--- src/rtl/ase_pkg.sv ---
`timescale 1ns / 1ps

package ase_pkg;

    localparam int DEPTH     = 64;
    localparam int ADDR_W    = $clog2(DEPTH);
    localparam int CNT_W     = $clog2(DEPTH + 1);
    localparam int LIMIT_W   = 7;
    localparam int POS_W     = 7;
    localparam int DATA_W    = 32;
    localparam int CMP_W     = (CNT_W > LIMIT_W) ? CNT_W : LIMIT_W;
    localparam int CAP_RESET = 64;

    localparam int CQ_DEPTH  = 2;
    localparam int CQ_PTR_W  = $clog2(CQ_DEPTH);
    localparam int CQ_CNT_W  = $clog2(CQ_DEPTH + 1);

    localparam int RQ_DEPTH  = 4;
    localparam int RQ_PTR_W  = $clog2(RQ_DEPTH);
    localparam int RQL_W     = $clog2(RQ_DEPTH + 1);
    localparam int SUM_W     = RQL_W + 1;

    localparam int PADDR_W   = 3;
    localparam int PDATA_W   = 32;
    localparam logic [0:0] REG_CAPACITY = 1'b0;

    typedef enum logic [2:0] {
        OP_PUSH    = 3'd0,
        OP_POP     = 3'd1,
        OP_DISPLAY = 3'd2,
        OP_PEEP    = 3'd3,
        OP_CHANGE  = 3'd4
    } op_t;

    typedef enum logic [1:0] {
        ST_OK       = 2'd0,
        ST_OVERFLOW = 2'd1,
        ST_EMPTY    = 2'd2,
        ST_INVALID  = 2'd3
    } st_t;

    typedef struct packed {
        op_t                       op;
        logic signed [DATA_W-1:0]  data;
        logic [POS_W-1:0]          position;
    } cmd_t;

    typedef struct packed {
        st_t                       status;
        logic signed [DATA_W-1:0]  data;
        logic [LIMIT_W-1:0]        entry_count;
        logic                      last;
    } res_t;

endpackage

--- src/rtl/ase_front.sv ---
`timescale 1ns / 1ps

module ase_front (
    input  logic                          clk,
    input  logic                          rst_n,
    input  logic                          push,
    output logic                          full,
    input  logic [2:0]                    operation,
    input  logic signed [ase_pkg::DATA_W-1:0] data_in,
    input  logic [ase_pkg::POS_W-1:0]     position,
    output logic                          cmd_valid,
    output ase_pkg::cmd_t                 cmd,
    input  logic                          cmd_ready
);
    import ase_pkg::*;

    cmd_t                slot_reg [CQ_DEPTH];
    logic [CQ_PTR_W-1:0] wr_ptr_reg, wr_ptr_next;
    logic [CQ_PTR_W-1:0] rd_ptr_reg, rd_ptr_next;
    logic [CQ_CNT_W-1:0] level_reg, level_next;
    logic                op_known;
    logic                wr_en;
    logic                rd_en;
    cmd_t                incoming;

    assign full      = (level_reg == CQ_CNT_W'(CQ_DEPTH));
    assign cmd_valid = (level_reg != '0);
    assign cmd       = slot_reg[rd_ptr_reg];

    // drop codes with no operation
    assign op_known = (operation == OP_PUSH) || (operation == OP_POP)
                   || (operation == OP_DISPLAY) || (operation == OP_PEEP)
                   || (operation == OP_CHANGE);

    always_comb
    begin
        incoming.op       = op_t'(operation);
        incoming.data     = data_in;
        incoming.position = position;
        wr_en       = push && !full && op_known;
        rd_en       = cmd_valid && cmd_ready;
        wr_ptr_next = wr_en ? wr_ptr_reg + CQ_PTR_W'(1) : wr_ptr_reg;
        rd_ptr_next = rd_en ? rd_ptr_reg + CQ_PTR_W'(1) : rd_ptr_reg;
        level_next  = level_reg + CQ_CNT_W'(wr_en) - CQ_CNT_W'(rd_en);
    end

    always_ff @(posedge clk or negedge rst_n)
    begin
        if (!rst_n)
        begin
            wr_ptr_reg <= '0;
            rd_ptr_reg <= '0;
            level_reg  <= '0;
        end
        else
        begin
            wr_ptr_reg <= wr_ptr_next;
            rd_ptr_reg <= rd_ptr_next;
            level_reg  <= level_next;
        end
    end

    always_ff @(posedge clk)
    begin
        if (wr_en)
        begin
            slot_reg[wr_ptr_reg] <= incoming;
        end
    end

endmodule

--- src/rtl/ase_back.sv ---
`timescale 1ns / 1ps

module ase_back (
    input  logic                          clk,
    input  logic                          rst_n,
    input  logic [ase_pkg::LIMIT_W-1:0]   cap_limit,
    input  logic                          cmd_valid,
    input  ase_pkg::cmd_t                 cmd,
    output logic                          cmd_ready,
    input  logic [ase_pkg::RQL_W-1:0]     rq_level,
    output logic                          res_valid,
    output ase_pkg::res_t                 res
);
    import ase_pkg::*;

    logic signed [DATA_W-1:0] mem [DEPTH];
    logic signed [DATA_W-1:0] rdata_reg;

    logic [CNT_W-1:0]  count_reg, count_next;
    logic [ADDR_W-1:0] idx_reg, idx_next;
    logic              r_valid_reg, r_valid_next;
    logic              r_use_mem_reg;
    res_t              r_res_reg;

    logic              room;
    logic              go;
    logic              stack_empty;
    logic              stack_full;
    logic              pos_bad;
    logic              disp_last;
    logic              we;
    logic [ADDR_W-1:0] waddr;
    logic [ADDR_W-1:0] raddr;
    logic              fire;
    logic              use_mem;
    res_t              meta;

    assign room = (SUM_W'(rq_level) + SUM_W'(r_valid_reg)) < SUM_W'(RQ_DEPTH);
    assign go   = cmd_valid && room;

    assign stack_empty = (count_reg == '0);
    assign stack_full  = (CMP_W'(count_reg) >= CMP_W'(cap_limit))
                      || (CMP_W'(count_reg) >= CMP_W'(DEPTH));
    assign pos_bad     = (cmd.position == '0)
                      || (CMP_W'(cmd.position) > CMP_W'(count_reg));
    assign disp_last   = (CNT_W'(idx_reg) + CNT_W'(1) == count_reg);
    assign waddr       = (cmd.op == OP_PUSH) ? ADDR_W'(count_reg)
                                             : ADDR_W'(cmd.position - POS_W'(1));

    always_comb
    begin
        count_next       = count_reg;
        idx_next         = idx_reg;
        we               = 1'b0;
        raddr            = idx_reg;
        fire             = 1'b0;
        use_mem          = 1'b0;
        cmd_ready        = 1'b0;
        meta.status      = ST_OK;
        meta.data        = '0;
        meta.last        = 1'b1;
        case (cmd.op)
            OP_PUSH:
            begin
                fire      = go;
                cmd_ready = go;
                if (stack_full)
                begin
                    meta.status = ST_OVERFLOW;
                end
                else
                begin
                    we         = go;
                    meta.data  = cmd.data;
                    count_next = go ? count_reg + CNT_W'(1) : count_reg;
                end
            end
            OP_POP:
            begin
                fire      = go;
                cmd_ready = go;
                if (stack_empty)
                begin
                    meta.status = ST_EMPTY;
                end
                else
                begin
                    use_mem    = 1'b1;
                    raddr      = ADDR_W'(count_reg - CNT_W'(1));
                    count_next = go ? count_reg - CNT_W'(1) : count_reg;
                end
            end
            OP_DISPLAY:
            begin
                fire = go;
                if (stack_empty)
                begin
                    meta.status = ST_EMPTY;
                    cmd_ready   = go;
                end
                else
                begin
                    use_mem   = 1'b1;
                    raddr     = idx_reg;
                    meta.last = disp_last;
                    cmd_ready = go && disp_last;
                    if (go)
                    begin
                        idx_next = disp_last ? '0 : idx_reg + ADDR_W'(1);
                    end
                end
            end
            OP_PEEP, OP_CHANGE:
            begin
                fire      = go;
                cmd_ready = go;
                if (stack_empty)
                begin
                    meta.status = ST_EMPTY;
                end
                else if (pos_bad)
                begin
                    meta.status = ST_INVALID;
                end
                else if (cmd.op == OP_PEEP)
                begin
                    use_mem = 1'b1;
                    raddr   = ADDR_W'(cmd.position - POS_W'(1));
                end
                else
                begin
                    we        = go;
                    meta.data = cmd.data;
                end
            end
            default:
            begin
                cmd_ready = go;
            end
        endcase
        meta.entry_count = LIMIT_W'(count_next);
        r_valid_next     = fire;
    end

    always_ff @(posedge clk or negedge rst_n)
    begin
        if (!rst_n)
        begin
            count_reg   <= '0;
            idx_reg     <= '0;
            r_valid_reg <= 1'b0;
        end
        else
        begin
            count_reg   <= count_next;
            idx_reg     <= idx_next;
            r_valid_reg <= r_valid_next;
        end
    end

    always_ff @(posedge clk)
    begin
        r_res_reg     <= meta;
        r_use_mem_reg <= use_mem;
    end

    always_ff @(posedge clk)
    begin
        if (we)
        begin
            mem[waddr] <= cmd.data;
        end
        rdata_reg <= mem[raddr];
    end

    always_comb
    begin
        res = r_res_reg;
        if (r_use_mem_reg)
        begin
            res.data = rdata_reg;
        end
    end

    assign res_valid = r_valid_reg;

`ifndef SYNTH
    a_rq_room: assert property (@(posedge clk) disable iff (!rst_n)
        r_valid_reg |-> (rq_level < RQL_W'(RQ_DEPTH)))
        else $error("result written into a full result queue");

    a_count_bound: assert property (@(posedge clk) disable iff (!rst_n)
        CMP_W'(count_reg) <= CMP_W'(DEPTH))
        else $error("stack count above depth");

    a_disp_idx: assert property (@(posedge clk) disable iff (!rst_n)
        (idx_reg != '0) |-> (CNT_W'(idx_reg) < count_reg))
        else $error("display index past stack top");

    a_push_grows: assert property (@(posedge clk) disable iff (!rst_n)
        (go && cmd.op == OP_PUSH && !stack_full)
        |=> (count_reg == $past(count_reg) + CNT_W'(1)))
        else $error("push did not grow the stack");
`endif

endmodule

--- src/rtl/ase_rq.sv ---
`timescale 1ns / 1ps

module ase_rq (
    input  logic                      clk,
    input  logic                      rst_n,
    input  logic                      res_valid,
    input  ase_pkg::res_t             res,
    output logic [ase_pkg::RQL_W-1:0] rq_level,
    output logic                      empty,
    input  logic                      pop,
    output ase_pkg::res_t             head
);
    import ase_pkg::*;

    res_t                slot_reg [RQ_DEPTH];
    logic [RQ_PTR_W-1:0] wr_ptr_reg, wr_ptr_next;
    logic [RQ_PTR_W-1:0] rd_ptr_reg, rd_ptr_next;
    logic [RQL_W-1:0]    level_reg, level_next;
    logic                rd_en;

    assign empty    = (level_reg == '0);
    assign head     = slot_reg[rd_ptr_reg];
    assign rq_level = level_reg;
    assign rd_en    = pop && !empty;

    always_comb
    begin
        wr_ptr_next = res_valid ? wr_ptr_reg + RQ_PTR_W'(1) : wr_ptr_reg;
        rd_ptr_next = rd_en ? rd_ptr_reg + RQ_PTR_W'(1) : rd_ptr_reg;
        level_next  = level_reg + RQL_W'(res_valid) - RQL_W'(rd_en);
    end

    always_ff @(posedge clk or negedge rst_n)
    begin
        if (!rst_n)
        begin
            wr_ptr_reg <= '0;
            rd_ptr_reg <= '0;
            level_reg  <= '0;
        end
        else
        begin
            wr_ptr_reg <= wr_ptr_next;
            rd_ptr_reg <= rd_ptr_next;
            level_reg  <= level_next;
        end
    end

    always_ff @(posedge clk)
    begin
        if (res_valid)
        begin
            slot_reg[wr_ptr_reg] <= res;
        end
    end

endmodule

--- src/rtl/array_stack_engine.sv ---
`timescale 1ns / 1ps

// Bounded stack of signed 32-bit words with a run-time capacity limit, queue-like on both
// sides. Items enter a two-entry command queue; while the result queue has room, the back
// end makes one memory access per cycle on a single 64-word array: one access each for push,
// pop, peep and change, one per stored word for display (one when empty), which holds later
// items in the command queue meanwhile. Each result is registered in the back end, then
// written into the four-entry result queue; the sustained rate is one item per cycle while
// results are popped, set by the single memory port and the result queue depth. Codes 5 to 7
// are accepted and dropped without a result. No clearing pass: stack entries are written before
// they can be read. Capacity resets to 64; write it only while idle (the block does not enforce it).

module array_stack_engine (
    input  logic                                  clk,
    input  logic                                  rst_n,
    input  logic                                  psel,
    input  logic                                  penable,
    input  logic                                  pwrite,
    input  logic [ase_pkg::PADDR_W-1:0]           paddr,
    input  logic [ase_pkg::PDATA_W-1:0]           pwdata,
    output logic [ase_pkg::PDATA_W-1:0]           prdata,
    output logic                                  pready,
    input  logic                                  push,
    output logic                                  full,
    input  logic [2:0]                            operation,
    input  logic signed [ase_pkg::DATA_W-1:0]     data_in,
    input  logic [ase_pkg::POS_W-1:0]             position,
    output logic                                  empty,
    input  logic                                  pop,
    output logic [1:0]                            status,
    output logic signed [ase_pkg::DATA_W-1:0]     data_out,
    output logic [ase_pkg::LIMIT_W-1:0]           entry_count,
    output logic                                  last_of_run
);
    import ase_pkg::*;

    logic [LIMIT_W-1:0] cap_limit_reg, cap_limit_next;
    logic               cap_sel;
    logic               cmd_valid;
    logic               cmd_ready;
    cmd_t               cmd;
    logic               res_valid;
    res_t               res;
    res_t               head;
    logic [RQL_W-1:0]   rq_level;

    assign pready  = 1'b1;
    assign cap_sel = (paddr[PADDR_W-1:2] == REG_CAPACITY);
    assign prdata  = cap_sel ? PDATA_W'(cap_limit_reg) : '0;

    always_comb
    begin
        cap_limit_next = cap_limit_reg;
        if (psel && penable && pwrite && pready && cap_sel)
        begin
            cap_limit_next = pwdata[LIMIT_W-1:0];
        end
    end

    always_ff @(posedge clk or negedge rst_n)
    begin
        if (!rst_n)
        begin
            cap_limit_reg <= LIMIT_W'(CAP_RESET);
        end
        else
        begin
            cap_limit_reg <= cap_limit_next;
        end
    end

    ase_front u_front (
        .clk       (clk),
        .rst_n     (rst_n),
        .push      (push),
        .full      (full),
        .operation (operation),
        .data_in   (data_in),
        .position  (position),
        .cmd_valid (cmd_valid),
        .cmd       (cmd),
        .cmd_ready (cmd_ready)
    );

    ase_back u_back (
        .clk       (clk),
        .rst_n     (rst_n),
        .cap_limit (cap_limit_reg),
        .cmd_valid (cmd_valid),
        .cmd       (cmd),
        .cmd_ready (cmd_ready),
        .rq_level  (rq_level),
        .res_valid (res_valid),
        .res       (res)
    );

    ase_rq u_rq (
        .clk       (clk),
        .rst_n     (rst_n),
        .res_valid (res_valid),
        .res       (res),
        .rq_level  (rq_level),
        .empty     (empty),
        .pop       (pop),
        .head      (head)
    );

    assign status      = head.status;
    assign data_out    = head.data;
    assign entry_count = head.entry_count;
    assign last_of_run = head.last;

endmodule

--- config.mk ---
export PLATFORM = sky130hd
export DESIGN_NAME = array_stack_engine
export DESIGN_NICKNAME = d
export VERILOG_FILES = /design/src/rtl/ase_pkg.sv /design/src/rtl/ase_front.sv /design/src/rtl/ase_back.sv /design/src/rtl/ase_rq.sv /design/src/rtl/array_stack_engine.sv
export SDC_FILE = /design/constraint.sdc
export NUM_CORES = 2
export LEC_CHECK = 0
export BUFFER_PORTS_ARGS = -buffer_cell sky130_fd_sc_hd__buf_2
export CAP_MARGIN = 20
export CORE_MARGIN = 3
export CORE_UTILIZATION = 25
export CTS_CLUSTER_DIAMETER = 100
export CTS_CLUSTER_SIZE = 12
export DETAILED_ROUTE_END_ITERATION = 12
export GPL_TIMING_DRIVEN = 0
export PLACE_DENSITY = 0.46
export RECOVER_POWER = 50
export SLEW_MARGIN = 40
export SYNTH_ARGS = -nofsm -noshare
export SYNTH_HDL_FRONTEND = slang
export SYNTH_SLANG_ARGS = --single-unit
--- constraint.sdc ---
create_clock -name clk -period 6.5 [get_ports clk]
set_input_delay 0.65 -clock clk [delete_from_list [all_inputs] [get_ports clk]]
set_output_delay 0.65 -clock clk [all_outputs]
set_load 0.005 [all_outputs]
Word level (Yosys, flattened, before mapping)

Memory sizes are Yosys's and may differ from the RTL's. A register that Yosys moved wholly into a read port is not among the register bits.
Cells that the tools add are included.

Output and inout bits: 77
Word-level logic and storage cells: 120
RAM bits: 2300
Memories kept: 3
Register bits: 75
Input bits: 84

Add/sub/neg operators: 14
Magnitude comparators: 4
Equality and inequality tests: 10
Reduce and logical (&&, ||, !) cells: 28
Mux-type cells: 43
Bitwise gates (word level): 3

Memories:

| memory           | words | width | read ports | clocked after Yosys merged registers in | wr ports | RTL line        | source |
|---|---|---|---|---|---|---|---|
| u_back.mem       | 64    | 32    | 1          | 1                                       | 1        | ase_back.sv:16  | `logic signed [DATA_W-1:0] mem [DEPTH];` |
| u_rq.slot_reg    | 4     | 42    | 1          | 0                                       | 1        | ase_rq.sv:15    | `res_t slot_reg [RQ_DEPTH];` |
| u_front.slot_reg | 2     | 42    | 1          | 0                                       | 1        | ase_front.sv:17 | `cmd_t slot_reg [CQ_DEPTH];` |

Operators by type and width:

| operator            | number |
|---|---|
| $mux 32             | 5 |
| $pmux 32 s2         | 1 |
| $mux 6              | 6 |
| $mux 7              | 5 |
| $mux 1              | 18 |
| $logic_not 7->1     | 2 |
| $pmux 7 s2          | 1 |
| $eq 3x2->1 const B  | 4 |
| $pmux 6 s2          | 1 |
| $logic_and 1x1->1   | 9 |
| $logic_not 3->1     | 3 |
| $add 6x1->7 const B | 1 |
| $add 7x1->7 const B | 1 |
| $eq 7x7->1          | 1 |
| $ge 7x7->1          | 1 |
| $ge 7x7->1 const B  | 1 |
| $gt 7x7->1          | 1 |
| $sub 7x1->7 const B | 1 |
| $add 6x1->6 const B | 1 |
| $eq 3x1->1 const B  | 2 |
| $eq 3x3->1 const B  | 2 |
| $logic_or 1x1->1    | 6 |
| $mux 2              | 3 |
| $pmux 2 s3          | 1 |
| 17 further kinds    | 25 |

Longest topological paths before layout

Depth after elaboration: 9
Gate-level depth with buffers: 21
Gate-level depth less buffers: 14

By module

Synthesis repeated with hierarchy kept, for this count alone.

Cell total of the unflattened synthesis: 6579
Area total of the unflattened synthesis: 94718.3 µm²

Modules (own cells, without submodules):

| module             | instances | area each (µm²) | cells each | seq. area each (µm²) |
|---|---|---|---|---|
| ase_back           | 1         | 84192.0         | 6124       | 63350.8 |
| ase_rq             | 1         | 6517.5          | 255        | 5220.0 |
| ase_front          | 1         | 3465.8          | 150        | 2622.5 |
| array_stack_engine | 1         | 543.0           | 50         | 176.4 |

Worst setup path before layout

OpenSTA, ideal clock, no wires.

Kind: register to register
From: register u_front.rd_ptr_reg
To: memory u_back.mem[32][0] (enable)
Data required time: 6039 ps
Setup slack: 229 ps
Clock period less this slack: 6271 ps
Stages on the path, launching flop included: 17
Setup time: 461 ps
Data arrival time: 5810 ps
Path buffers: 7
Cells stage by stage: dfrtp_1 buf_4 buf_6 buf_2 buf_1 buf_1 mux2_2 ha_1 a21oi_1 o21ai_0 o22ai_1 and2_1 and3_1 o21ai_1 clkbuf_1 buf_1 nor3_1

Cells in the longest elaborated chain, start to end: 8
Elaborated cells on any way between the ends: 16
Classes of those cells: 1 x add/sub; 1 x order compare; 2 x eq/ne; 7 x mux; 4 x reduce/logical; 1 x memory

Ends and longest elaborated chain:

| what                                              | RTL line                        | source |
|---|---|---|
| from (decl)                                       | ase_front.sv:19                 | `logic [CQ_PTR_W-1:0] rd_ptr_reg, rd_ptr_next;` |
| from (signal assigned)                            | ase_front.sv:58                 | `rd_ptr_reg <= rd_ptr_next;` |
| $mem_v2 2x42 *                                    | n/a                             |  |
| $gt 7x7->1 (tied with other cells)                | ase_back.sv:45                  | `\|\| (CMP_W'(cmd.position) > CMP_W'(count_reg));` |
| $logic_or 1x1->1 / $mux 1 (equally long branches) | ase_back.sv:45, ase_back.sv:125 |  |
| $mux 1                                            | ase_back.sv:121                 | `else if (pos_bad)` |
| $mux 1                                            | ase_back.sv:117                 | `if (stack_empty)` |
| $pmux 1 s2                                        | ase_back.sv:62                  | `case (cmd.op)` |
| $mux 1                                            | ase_back.sv:169                 | `if (we)` |
| $mux 1 (not written as such)                      | ase_back.sv:171                 | `mem[waddr] <= cmd.data;` |
| to (decl)                                         | ase_back.sv:16                  |  |

Mark *: on every way between the ends. The rest lies on a longest branch, timed or not.

Worst setup path in the final report

From: register u_front.rd_ptr_reg
To: register u_back.rdata_reg[7] (read register of u_back.mem)

Cells in the longest elaborated chain, start to end: 6
Elaborated cells on any way between the ends: 13
Classes of those cells: 1 x add/sub; 1 x order compare; 3 x eq/ne; 4 x mux; 3 x reduce/logical; 1 x memory

Ends and longest elaborated chain:

| what                                              | RTL line                        | source |
|---|---|---|
| $mem_v2 2x42 *                                    | n/a                             |  |
| $sub 6x1->6 (tied with other cells)               | ase_back.sv:128                 | `raddr = ADDR_W'(cmd.position - POS_W'(1));` |
| $mux 6 / $logic_or 1x1->1 (equally long branches) | ase_back.sv:125, ase_back.sv:45 |  |
| $mux 6                                            | ase_back.sv:121                 |  |
| $mux 6                                            | ase_back.sv:117                 |  |
| $pmux 6 s2 *                                      | ase_back.sv:62                  |  |
| to (decl)                                         | ase_back.sv:17                  | `logic signed [DATA_W-1:0] rdata_reg;` |

Marks and branches as above.
A chain may end at the register's enable or synchronous reset.

==> results.ini <==
[layout]
layout_commonest_cell = edfxtp_1
largest_register_ffs = 2048
final_cell_mix = edfxtp_1 (2300), a31oi_1 (566), inv_1 (554)
fin_cells = 12600
finalInstanceArea_mm2 = 0.118
layout.nets = 7478
post-route-util = 0.306
area_growth_pct = 21.8
drive_gt1_frac = 0.225

[die]
die_area_mm2 = 0.396
die_h_um = 630
initial_utilization = 0.251
die_width_um = 630
row_count = 228
core_area_mm2 = 0.387
ioPinCount = 161

[logic_synthesis]
syn_area_mm2 = 0.0972
synth_edf_count = 2300
ys_warn_count = 0
synthDistinctLibCells = 71
synthFlopType = edfxtp_1
ys_async_sr_fraction = 0.0133
ys_seq_area_frac = 0.734
ys_ff_latch = 2407
avgSynthCellArea_um2 = 15.6
synthCells = 6230

[global_route]
grt_max_degree = 66
grt_pass1_vias = 63200
grt-ovfl-total = 0
grt_pass1_wl_um = 570000
antenna_found_initial = 50
track_usage = 0.209

[place]
numPortBuffers = 107
pre_cts_ws_ns = -1.69
post-place-cells = 12300
gp_congestion = 1.06
dp_hpwl_um = 322000
place_area_mm2 = 0.112

[sta]
holdWs_ns = 0.119
slew_headroom = -2.12
grt_setup_unrepaired = no
skew_ns = 0.0886
layout_setup_ws_ns = 0.121
timing.fmax_mhz = 157
setup_viol = 0
tns_ns = 0
tightest_slew_ns = 4.68
timing.final.crit_share = 0.981
hold_violations = 0
slew_violations = 2110
period_needed_ns = 6.38

[routing]
antenna_left = 0
viasPerCell = 5.39
drt-total-wl_um = 432000
vias = 68000
drt_iter0_drc = 11200
drt-pass1-iter-count = 12
wire_per_inst_um = 34.2
drc_errors = 4

[critical_path]
worst_setup_path_end_kind = register
arrival_ns = 7.09
critPathBufInv = 8
path_delay_family = buffers and inverters
start_kind = register
worstSetupPathType = register to register
slowest_stage = clkbuf_1
crit_chain = buf_4, buf_6, buf_8, buf_8, mux2_2, ha_1, nand4_1, a21oi_2, o22ai_2, and3_1, nor3_4, buf_6, buf_4, clkbuf_1, a2111oi_0, a2111oi_2, a22oi_1, buf_4, nand4_1
critPathRequiredTime_ns = 7.21
slowest_delay_ns = 0.68
critPathMaxFanout = 19
path_common_cell = buf_4

[power_and_ir_drop]
total_power_mw = 63.5
p_leak_nw = 40.8
vdd_drop_max_mv = 0.359
power_density_mw_per_mm2 = 536

[run_status]
violations = DRC, capacitance limit, slew limit
status = complete, but fails checks

[cts]
clkSlewWorstSetupHoldPaths_ns = 0.06
worstSkewPairLatency_ns = 0.94
cts_buffers = 228
ctsRootBufferMaster = clkbuf_16
cts_htree_levels = 4
max-clock-path-buffers = 4
cts_tree = done
cts_sinks = 2407

[job]
cap_viol_max_count = 51

[hold_path]
hp-class = input port to register

-- logic make-up after synthesis --
logic type                 share of synthesized area
AOI/OAI and AO/OA                              0.127
xor gates and xnor gates                     0.00243
adders and majority gates                    0.00381
buffers and inverters                         0.0478
DFF                                            0.734
muxes                                         0.0605
other                                      0.0000773
and+or+nand+nor                               0.0244
-- Yosys cell counts, types with 8 or more instances --
master     count  area (um2)
a22oi_1      129         968
a211oi_1     181        1360
o21ai_0       25         125
ha_1          28         350
buf_1         17        63.8
a32oi_1       58         508
xnor2_1       20         175
clkbuf_1     376        1410
buf_4         61         458
nor3_1        76         380
a21o_1         8        60.1
dfrtp_1       31         776
mux2_2        77         867
nand4_1       40         250
buf_6         19         214
dfxtp_1       75        1500
edfxtp_1    2300       69100
nor2b_1       38         238
nor2_1        50         188
buf_2         72         360
inv_1        554        2080
a2111oi_0    520        4550
a221oi_1      90         788
mux4_2        42         946
a21oi_1       16        80.1
nand3_1       15        75.1
a31oi_1      570        3570
nand2_1      240         901
mux2i_1      406        4060
-- routing by layer --
layer  vias up  GRT usage  routed length (um)
met5         -          0                 129
met4        20     0.0999               27100
met3       902     0.0629               55200
met2      4746      0.305              179000
met1     35100      0.283              170000
li1      27200          -                   -
-- final timing paths --
path / end / slack [ns] / start / depth (start not counted)
max in group asynchronous: u_back.idx_reg[1]$_DFFE_PN0P_ / 4.60 / rst_n / 2
min reg2reg: u_rq.slot_reg[0][40]$_DFFE_PP_ / 0.47 / u_back.res[40]$_DFF_P_ / 0
max reg2reg: u_back.rdata_reg[7]$_DFF_P_ / 0.12 / u_front.rd_ptr_reg$_DFFE_PN0P_ / 19
min: u_front.wr_ptr_reg$_DFFE_PN0P_ / 0.12 / push / 3
min in group asynchronous: u_front.wr_ptr_reg$_DFFE_PN0P_ / 0.81 / rst_n / 2
max: u_back.rdata_reg[7]$_DFF_P_ / 0.12 / u_front.rd_ptr_reg$_DFFE_PN0P_ / 19
-- timing repair --
| item | 4_1_cts | 5_1_grt |
|---|---|---|
| hold buffers | 50 | 0 |
| gates resized for setup | 203 | 108 |
| hold endpoints to repair | 122 | 0 |
| setup buffers | 1 | 2 |
| pin swaps | 30 | 12 |
| endpoints found under the setup margin | 832 | 79 |
-- layout make-up --
| cell class | instances | area (um2) |
|---|---|---|
| fill | 38400 | 268000 |
| sequential | 2407 | 71400 |
| multi-input combinational | 2744 | 23400 |
| tap | 5175 | 6470 |
| timing repair buffer | 883 | 6000 |
| clock buffer | 273 | 5930 |
| buffer | 547 | 2860 |
| inverter | 554 | 2080 |
| clock inverter | 9 | 146 |
| antenna | 33 | 82.6 |
-- worst reg2reg max path, delay by kind of cell (launching register included) --
| family | cells | cell delay [ns] |
|---|---|---|
| adder cells (fa/ha/maj) | 1 | 0.33 |
| buffers and inverters | 8 | 2.51 |
| AND/OR/NAND/NOR | 4 | 1.20 |
| AO/OA/AOI/OAI | 5 | 1.44 |
| flip-flops | 1 | 0.34 |
| multiplexers | 1 | 0.37 |
-- report_power, final --
part	switching, mW	internal, mW	total (mW)
clock	5.75	6.36	12.1
sequential	0.225	19.5	19.7
combinational	23.6	8.03	31.7
No activity file was read; power rests on OpenSTA's default activity.
